`src/hdl/psd_pkg.sv`:
```
package psd_pkg;

  // magic numbers as assembled little-endian from the first four bytes
  localparam logic [31:0] MAGIC_NATIVE  = 32'ha1b2c3d4;
  localparam logic [31:0] MAGIC_SWAPPED = 32'hd4c3b2a1;

  localparam int unsigned GLOBAL_HDR_LEN = 24;
  localparam int unsigned RECORD_HDR_LEN = 16;

  // result kinds
  localparam logic [2:0] KIND_HDR_OK  = 3'd0;
  localparam logic [2:0] KIND_BAD_MAG = 3'd1;
  localparam logic [2:0] KIND_REC_HDR = 3'd2;
  localparam logic [2:0] KIND_PAYLOAD = 3'd3;
  localparam logic [2:0] KIND_DROPPED = 3'd4;

  // configuration register indexes
  localparam logic [1:0] REG_MAX_PACKETS     = 2'd0;
  localparam logic [1:0] REG_MAX_CAPTURE_LEN = 2'd1;

  localparam int unsigned CFG_DATA_W = 24;

  localparam logic [23:0] MAX_PACKETS_RST     = 24'd0;
  localparam logic [18:0] MAX_CAPTURE_LEN_RST = 19'd2048;

  typedef logic [31:0] word_t;

  function automatic word_t bswap32(input word_t v);
    return {v[7:0], v[15:8], v[23:16], v[31:24]};
  endfunction

endpackage

```
`src/hdl/pcap_stream_deframer_core.sv`:
```
// output: a result is loaded into the output register as the byte that causes it is taken
// throughput: one byte per cycle unless a held result stalls in_ready; the parse step is one
//   pass of compare, shift and 32-bit add logic between the state and output registers
// reset: synchronous active-low rst_n returns the parser to the global header phase,
//   clears counters and flags, and restores max_packets 0 and max_capture_len 2048
module pcap_stream_deframer_core (
  input  logic                                clk,
  input  logic                                rst_n,
  input  logic                                in_valid,
  output logic                                in_ready,
  input  logic [7:0]                          in_data_byte,
  output logic                                out_valid,
  input  logic                                out_ready,
  output logic [2:0]                          out_kind,
  output logic [31:0]                         out_ts_sec,
  output logic [31:0]                         out_ts_usec,
  output logic [31:0]                         out_captured_len,
  output logic [31:0]                         out_wire_len,
  output logic [7:0]                          out_payload_value,
  output logic                                out_last_of_packet,
  output logic                                out_limit_reached,
  output logic [31:0]                         out_packet_count,
  output logic [31:0]                         out_total_bytes,
  output logic                                out_byte_swapped,
  input  logic                                cfg_wr_en,
  input  logic [1:0]                          cfg_index,
  input  logic [psd_pkg::CFG_DATA_W-1:0]      cfg_wr_data
);
  import psd_pkg::*;

  localparam logic [2:0] PH_GLOBAL  = 3'd0;
  localparam logic [2:0] PH_RECORD  = 3'd1;
  localparam logic [2:0] PH_PAYLOAD = 3'd2;
  localparam logic [2:0] PH_SKIP    = 3'd3;
  localparam logic [2:0] PH_STOPPED = 3'd4;

  localparam logic [4:0] GLOBAL_LAST_IDX = 5'(GLOBAL_HDR_LEN - 1);
  localparam logic [4:0] RECORD_LAST_IDX = 5'(RECORD_HDR_LEN - 1);

  logic [23:0] max_packets_r;
  logic [18:0] max_capture_len_r;

  logic [2:0]  phase_r, phase_nxt;
  logic        swap_r, swap_nxt;
  logic [4:0]  idx_r, idx_nxt;
  word_t       asm_r, asm_nxt;
  word_t       sec_r, sec_nxt;
  word_t       usec_r, usec_nxt;
  word_t       len_r, len_nxt;
  word_t       wire_r, wire_nxt;
  word_t       rem_r, rem_nxt;
  word_t       pkts_r, pkts_nxt;
  word_t       bytes_r, bytes_nxt;

  logic        out_valid_r, out_valid_nxt;
  logic [2:0]  kind_r;
  word_t       ts_sec_r, ts_usec_r, cap_len_r, wire_len_r;
  logic [7:0]  pay_r;
  logic        last_r, lim_r;
  word_t       pkt_cnt_r, tot_bytes_r;
  logic        swapped_r;

  logic        in_xfer;
  logic        res_valid;
  logic [2:0]  res_kind;
  logic        res_rec;
  logic [7:0]  res_pay;
  logic        res_last;
  logic        res_lim;

  word_t       asm_shift;
  word_t       hdr_word;
  word_t       pkts_inc;
  logic        limit_now;
  logic        limit_done;
  logic        too_long;

  assign in_ready = !out_valid_r || out_ready;
  assign in_xfer  = in_valid && in_ready;

  // shared datapath terms
  assign asm_shift  = {in_data_byte, asm_r[31:8]};
  assign hdr_word   = swap_r ? bswap32(asm_shift) : asm_shift;
  assign pkts_inc   = pkts_r + 32'd1;
  assign limit_now  = (max_packets_r != '0) && (pkts_r >= {8'd0, max_packets_r});
  assign limit_done = (max_packets_r != '0) && (pkts_inc >= {8'd0, max_packets_r});
  assign too_long   = len_r > {13'd0, max_capture_len_r};

  // parse step for one byte
  always_comb begin
    phase_nxt = phase_r;
    swap_nxt  = swap_r;
    idx_nxt   = idx_r;
    asm_nxt   = asm_r;
    sec_nxt   = sec_r;
    usec_nxt  = usec_r;
    len_nxt   = len_r;
    wire_nxt  = wire_r;
    rem_nxt   = rem_r;
    pkts_nxt  = pkts_r;
    bytes_nxt = bytes_r;
    res_valid = 1'b0;
    res_kind  = KIND_HDR_OK;
    res_rec   = 1'b0;
    res_pay   = '0;
    res_last  = 1'b0;
    res_lim   = 1'b0;
    unique case (phase_r)
      PH_GLOBAL: begin
        asm_nxt = asm_shift;
        if (idx_r == 5'd3 && asm_shift != MAGIC_NATIVE && asm_shift != MAGIC_SWAPPED) begin
          phase_nxt = PH_STOPPED;
          res_valid = 1'b1;
          res_kind  = KIND_BAD_MAG;
        end else begin
          if (idx_r == 5'd3) begin
            swap_nxt = (asm_shift == MAGIC_SWAPPED);
          end
          idx_nxt = idx_r + 5'd1;
          if (idx_r == GLOBAL_LAST_IDX) begin
            idx_nxt   = '0;
            phase_nxt = PH_RECORD;
            res_valid = 1'b1;
            res_kind  = KIND_HDR_OK;
          end
        end
      end
      PH_RECORD: begin
        asm_nxt = asm_shift;
        if (idx_r == 5'd3)  sec_nxt  = hdr_word;
        if (idx_r == 5'd7)  usec_nxt = hdr_word;
        if (idx_r == 5'd11) len_nxt  = hdr_word;
        if (idx_r == 5'd15) wire_nxt = hdr_word;
        idx_nxt = idx_r + 5'd1;
        if (idx_r == RECORD_LAST_IDX) begin
          idx_nxt   = '0;
          res_valid = 1'b1;
          res_rec   = 1'b1;
          priority if (too_long) begin
            // oversize record: report and skip its payload unless at the limit
            res_kind = KIND_DROPPED;
            res_lim  = limit_now;
            if (limit_now) begin
              phase_nxt = PH_STOPPED;
            end else begin
              phase_nxt = PH_SKIP;
              rem_nxt   = len_r;
            end
          end else if (len_r == '0) begin
            // empty record completes at once
            res_kind  = KIND_REC_HDR;
            res_last  = 1'b1;
            res_lim   = limit_done;
            pkts_nxt  = pkts_inc;
            bytes_nxt = bytes_r + len_r;
            phase_nxt = limit_done ? PH_STOPPED : PH_RECORD;
          end else begin
            res_kind  = KIND_REC_HDR;
            rem_nxt   = len_r;
            phase_nxt = PH_PAYLOAD;
          end
        end
      end
      PH_PAYLOAD: begin
        rem_nxt   = rem_r - 32'd1;
        res_valid = 1'b1;
        res_rec   = 1'b1;
        res_kind  = KIND_PAYLOAD;
        res_pay   = in_data_byte;
        if (rem_r == 32'd1) begin
          res_last  = 1'b1;
          res_lim   = limit_done;
          pkts_nxt  = pkts_inc;
          bytes_nxt = bytes_r + len_r;
          phase_nxt = limit_done ? PH_STOPPED : PH_RECORD;
          idx_nxt   = '0;
        end
      end
      PH_SKIP: begin
        if (rem_r != '0) begin
          rem_nxt = rem_r - 32'd1;
        end
        if (rem_r <= 32'd1) begin
          phase_nxt = PH_RECORD;
          idx_nxt   = '0;
        end
      end
      default: begin
        // stopped: bytes are taken and ignored
      end
    endcase
  end

  // configuration registers
  always_ff @(posedge clk) begin
    if (!rst_n) begin
      max_packets_r     <= MAX_PACKETS_RST;
      max_capture_len_r <= MAX_CAPTURE_LEN_RST;
    end else if (cfg_wr_en) begin
      unique case (cfg_index)
        REG_MAX_PACKETS:     max_packets_r     <= cfg_wr_data[23:0];
        REG_MAX_CAPTURE_LEN: max_capture_len_r <= cfg_wr_data[18:0];
        default: begin
        end
      endcase
    end
  end

  // parser state, advanced on each input transfer
  always_ff @(posedge clk) begin
    if (!rst_n) begin
      phase_r <= PH_GLOBAL;
      swap_r  <= 1'b0;
      idx_r   <= '0;
      asm_r   <= '0;
      sec_r   <= '0;
      usec_r  <= '0;
      len_r   <= '0;
      wire_r  <= '0;
      rem_r   <= '0;
      pkts_r  <= '0;
      bytes_r <= '0;
    end else if (in_xfer) begin
      phase_r <= phase_nxt;
      swap_r  <= swap_nxt;
      idx_r   <= idx_nxt;
      asm_r   <= asm_nxt;
      sec_r   <= sec_nxt;
      usec_r  <= usec_nxt;
      len_r   <= len_nxt;
      wire_r  <= wire_nxt;
      rem_r   <= rem_nxt;
      pkts_r  <= pkts_nxt;
      bytes_r <= bytes_nxt;
    end
  end

  // output register valid
  always_comb begin
    out_valid_nxt = out_valid_r;
    if (in_xfer) begin
      out_valid_nxt = res_valid;
    end else if (out_ready) begin
      out_valid_nxt = 1'b0;
    end
  end

  always_ff @(posedge clk) begin
    if (!rst_n) begin
      out_valid_r <= 1'b0;
    end else begin
      out_valid_r <= out_valid_nxt;
    end
  end

  // output payload, loaded when a result is produced
  always_ff @(posedge clk) begin
    if (in_xfer && res_valid) begin
      kind_r      <= res_kind;
      ts_sec_r    <= res_rec ? sec_nxt  : '0;
      ts_usec_r   <= res_rec ? usec_nxt : '0;
      cap_len_r   <= res_rec ? len_nxt  : '0;
      wire_len_r  <= res_rec ? wire_nxt : '0;
      pay_r       <= res_pay;
      last_r      <= res_last;
      lim_r       <= res_lim;
      pkt_cnt_r   <= pkts_nxt;
      tot_bytes_r <= bytes_nxt;
      swapped_r   <= swap_nxt;
    end
  end

  assign out_valid          = out_valid_r;
  assign out_kind           = kind_r;
  assign out_ts_sec         = ts_sec_r;
  assign out_ts_usec        = ts_usec_r;
  assign out_captured_len   = cap_len_r;
  assign out_wire_len       = wire_len_r;
  assign out_payload_value  = pay_r;
  assign out_last_of_packet = last_r;
  assign out_limit_reached  = lim_r;
  assign out_packet_count   = pkt_cnt_r;
  assign out_total_bytes    = tot_bytes_r;
  assign out_byte_swapped   = swapped_r;

  // a packet ends only on a record header or payload byte
  a_last_kind: assert property (@(posedge clk) disable iff (!rst_n)
    out_valid_r && last_r |-> kind_r == KIND_REC_HDR || kind_r == KIND_PAYLOAD)
    else $error("last_of_packet on a result that cannot end a packet");

  // limit or bad magic leaves the parser stopped
  a_stop_after_limit: assert property (@(posedge clk) disable iff (!rst_n)
    out_valid_r && (lim_r || kind_r == KIND_BAD_MAG) |-> phase_r == PH_STOPPED)
    else $error("parser not stopped after limit or bad magic");

  // payload phase always has bytes left
  a_payload_rem: assert property (@(posedge clk) disable iff (!rst_n)
    phase_r == PH_PAYLOAD |-> rem_r != '0)
    else $error("payload phase with no bytes remaining");

  // packet counter moves only with a packet-ending result
  a_count_step: assert property (@(posedge clk) disable iff (!rst_n)
    pkts_r != $past(pkts_r) |-> out_valid_r && last_r && pkts_r == pkt_cnt_r)
    else $error("packet count changed without a completed packet");

endmodule
```
`config.mk`:
```
export PLATFORM = sky130hd
export DESIGN_NAME = pcap_stream_deframer_core
export DESIGN_NICKNAME = d
export VERILOG_FILES = /design/src/hdl/psd_pkg.sv /design/src/hdl/pcap_stream_deframer_core.sv
export SDC_FILE = /design/constraint.sdc
export NUM_CORES = 1
export LEC_CHECK = 0
export BUFFER_PORTS_ARGS = -buffer_cell sky130_fd_sc_hd__buf_2
export CAP_MARGIN = 40
export CORE_ASPECT_RATIO = 0.9
export CORE_MARGIN = 5
export CORE_UTILIZATION = 35
export CTS_BUF_LIST = sky130_fd_sc_hd__clkbuf_2
export CTS_CLUSTER_DIAMETER = 50
export CTS_CLUSTER_SIZE = 40
export DETAILED_ROUTE_END_ITERATION = 7
export MAX_ROUTING_LAYER = met4
export PLACE_DENSITY = 0.51
export SYNTH_ARGS = -nofsm -noshare
export SYNTH_HDL_FRONTEND = slang
export SYNTH_SLANG_ARGS = --single-unit
```
`constraint.sdc`:
```
create_clock -name clk -period 17.8 [get_ports clk]
set_input_delay 0 -clock clk [delete_from_list [all_inputs] [get_ports clk]]
set_output_delay 0 -clock clk [all_outputs]
set_load 0.005 [all_outputs]
```
==> out/results.ini <==
[detailed_routing]
dr.pass1.iters=5
wire_per_inst_um=21.0
detail_route.iter0.violations=1859
vias_per_cell=5.43
vias=22022
finalWirelength_mm=85.0
drc_errors=0
final_antenna_net_count=0

[layout]
finalNetCount=3186
area_growth_pct=17.8
layout-drive-gt1-share_pct=15.8
instances_no_fill=4053
nFillCells=7148

[global_route]
grt_overflow=0
antenna_found_initial=4
grt_pass1_wl_mm=129
track_usage_pct=21.6
grt_pass1_vias=21151
grt_start_max_net_pins=96

[die]
die_w_um=293
die_area_mm2=0.0774
die_h_um=264
core.rowCount=93
start_util_pct=35.2
core_mm2=0.0714
io_pins=247

[yosys]
async_reset_ff_share_pct=0
synth_cells=2742
syn-cell-area_mm2=0.0252
synth_seq_cells=507
synth_fp_nets=2886
ys_types=80
ys_seq_area_share_pct=48.5
synthFlopType=dfxtp_1
synth_edf_count=206
yosys_warnings=0
syn_avg_cell_area_um2=9.18

[worst_setup_path]
cp.arrival_ns=5.21
reg2reg_slack_ns=13.43
path_cells=ha_1 -> inv_1 -> nor2_1 -> nand3_1 -> or2_2 -> nor2_1 -> nand4_1 -> xnor2_1 -> ha_1 -> a21o_1 -> a21oi_1 -> o211ai_1 -> a211oi_1 -> a41o_1 -> o21bai_1 -> o2bb2ai_1
critPathMaxStageDelay_ns=0.53
path_class=flip-flop to flip-flop
critical-path-slowest-cell=dfxtp_1
worstPathRequired_ns=18.65
path_max_fanout=7
ff2ff_path_depth=16
worstReg2RegStart=pkts_r[0]
critPathCaptureType=flip-flop
r2r-end=out_limit_reached
critPathLaunchType=flip-flop

[worst_hold_path]
hold_path.class=input port to flip-flop
hold_path_depth=4
hp-start=in_data_byte[0]
hold_path_end=usec_r[0]

[place]
gp_congestion=0.881
placement.io_buffers=246
post-place-ws_ns=13.45
hpwl_mm=57.6
placed_cells=3806

[sta]
fin_crit_ns=4.37
fmax_mhz=229
relSlewSlack_pct=39.4
setup_viol_count_final=0
grt_setup_unrepaired=false
tightestPinTransition_ns=0.884
tns_ns=0
fin_crit_sh_pct=24.5
slew_viol_final=0
worst_slack_ns=13.43
skew_ns=0.111
whs_ns=0.128
hold_violations=0

[pwr]
ir_worst_vdd_mv=0.0506
power_density_mw_per_mm2=83.6
p_leak_nw=10.9
total_power_mw=2.48

[clocking]
clockBufferDepth=3
clk_latency_ns=1.13
post-cts-setup-buffers=0
clk_pin_slew_ns=0.23
clock-sinks=507
numCtsBuffers=69
cts_tree=built
cts_max_level=3
ctsRootBufferMaster=clkbuf_2

[flow_run]
cap_violations=0

[status]
status=complete, no violations

-- metal layers --
layer  track usage [%]  share of wire [%]  wire, µm  vias to the layer above
met5                 -                  0         0                        -
met3              2.66                4.8      4090                      131
met2              34.6                 47     39900                      621
met1              29.5                 46     39000                    10686
met4              5.37                2.4      2030                        0
li1                  -                  -         -                    10584
-- metrics by stage --
stage | instance area (µm²) | utilization, %
floorplan | 25200 | -
global placement | 27200 | 38.1
detailed placement | 27500 | 38.5
CTS | 29600 | 41.5
global route | 29700 | 41.5
finish | 29700 | 41.5
-- placed cells by master (no fill, tap or decap), drive strengths merged, types with 39 or more instances in the layout --
cell type and count:
clkbuf 79, buf 310, inv 95, dlygate4sd3 114
or3 40, o21ai 128, ha 104, edfxtp 206
nand3 57, xnor2 42, nor2 333, a21o 39
mux2i 39, a211oi 233, a21oi 179, nand2 355
dfxtp 301, xor2 44
-- registers in the layout, summed over array words and instances (netlist names), 24 cells and up --
name	cells
max_packets_r	24
sec_r	32
out_ts_sec	32
wire_r	32
out_wire_len	32
pkts_r	32
asm_r	24
len_r	32
usec_r	32
out_packet_count	32
out_ts_usec	32
rem_r	32
out_captured_len	32
bytes_r	32
out_total_bytes	32
-- synth_stat cells, drive strengths merged (3+ instances only) --
master | count | area (µm²)
nand2 | 355 | 1330
nor2 | 333 | 1260
dfxtp | 301 | 6030
a211oi | 233 | 1750
edfxtp | 206 | 6190
a21oi | 179 | 896
clkbuf | 169 | 636
o21ai | 128 | 641
ha | 104 | 1300
inv | 75 | 282
nand3 | 57 | 285
xor2 | 44 | 385
xnor2 | 42 | 368
or3 | 40 | 250
a21o | 39 | 293
mux2i | 39 | 390
nor3 | 35 | 180
nor4 | 34 | 213
nand4 | 30 | 188
and2 | 28 | 175
buf | 27 | 154
o21a | 22 | 165
o31ai | 22 | 165
o311ai | 19 | 166
and3 | 14 | 87.6
a31o | 13 | 114
a41oi | 12 | 105
nand2b | 11 | 68.8
o211ai | 11 | 82.6
or4 | 11 | 90.1
o21bai | 8 | 60.1
o41ai | 8 | 85.1
or2 | 8 | 50.1
a31oi | 7 | 50.1
nor2b | 7 | 43.8
nor3b | 6 | 45.0
and4 | 5 | 43.8
a211o | 4 | 36.3
a22oi | 4 | 30.0
a21boi | 3 | 22.5
nand3b | 3 | 22.5
nand4b | 3 | 26.3
nor4bb | 3 | 30.0
o22ai | 3 | 18.8
o311a | 3 | 30.0
-- how the worst max path moves through the flow --
stage	startpoint	cells past startpoint	slack, ns	end
final	pkts_r[0]	16	13.43	out_limit_reached
after global routing	pkts_r[0]	16	13.00	out_limit_reached
after CTS	pkts_r[0]	16	13.43	out_limit_reached
after detailed placement	pkts_r[0]	16	13.45	out_limit_reached
after global placement	pkts_r[0]	16	13.58	out_limit_reached
after floorplan	idx_r[0]	6	5.77	out_byte_swapped
-- power breakdown --
| group | leakage, nW | switching (mW) | internal [mW] |
|---|---|---|---|
| Sequential | 4.39 | 0.0439 | 1.32 |
| Clock | 0.636 | 0.503 | 0.289 |
| Combinational | 5.84 | 0.213 | 0.111 |
-- worst max-delay path, delay by kind of cell, from the launching register on --
kind,cells,cell delay [ns]
buffers and inverters,1,0.10
AND/OR/NAND/NOR,5,1.37
flip-flops,1,0.53
AO/OA/AOI/OAI,7,1.35
XOR/XNOR,1,0.19
adder cells (fa/ha/maj),2,0.60
-- cells by family after synthesis --
family | after synthesis | synth area share, %
flops | 507 | 48.5
buf+inv | 272 | 4.27
xor+xnor | 86 | 2.99
mux | 41 | 1.64
compound gates | 740 | 19.6
simple gates | 991 | 17.7
fa+ha+maj | 105 | 5.25
-- layout make-up --
| cell class | count | area [µm²] | area share [%] |
|---|---|---|---|
| clock inverters | 50 | 612 | 2.06 |
| multi-input cells | 1963 | 12000 | 40.4 |
| clock buffers | 78 | 390 | 1.32 |
| flip-flops and latches | 507 | 12200 | 41.2 |
| repair buffers | 425 | 2970 | 10.0 |
| diodes | 4 | 10.0 | 0.0337 |
| inverters | 76 | 293 | 0.987 |
| well taps | 950 | 1190 | 4.01 |
-- what timing repair did --
item	CTS	global route
endpoints found under the hold margin	369	0
gates resized for setup	0	0
hold buffers	114	0
Power figures use the tool's default switching activity.
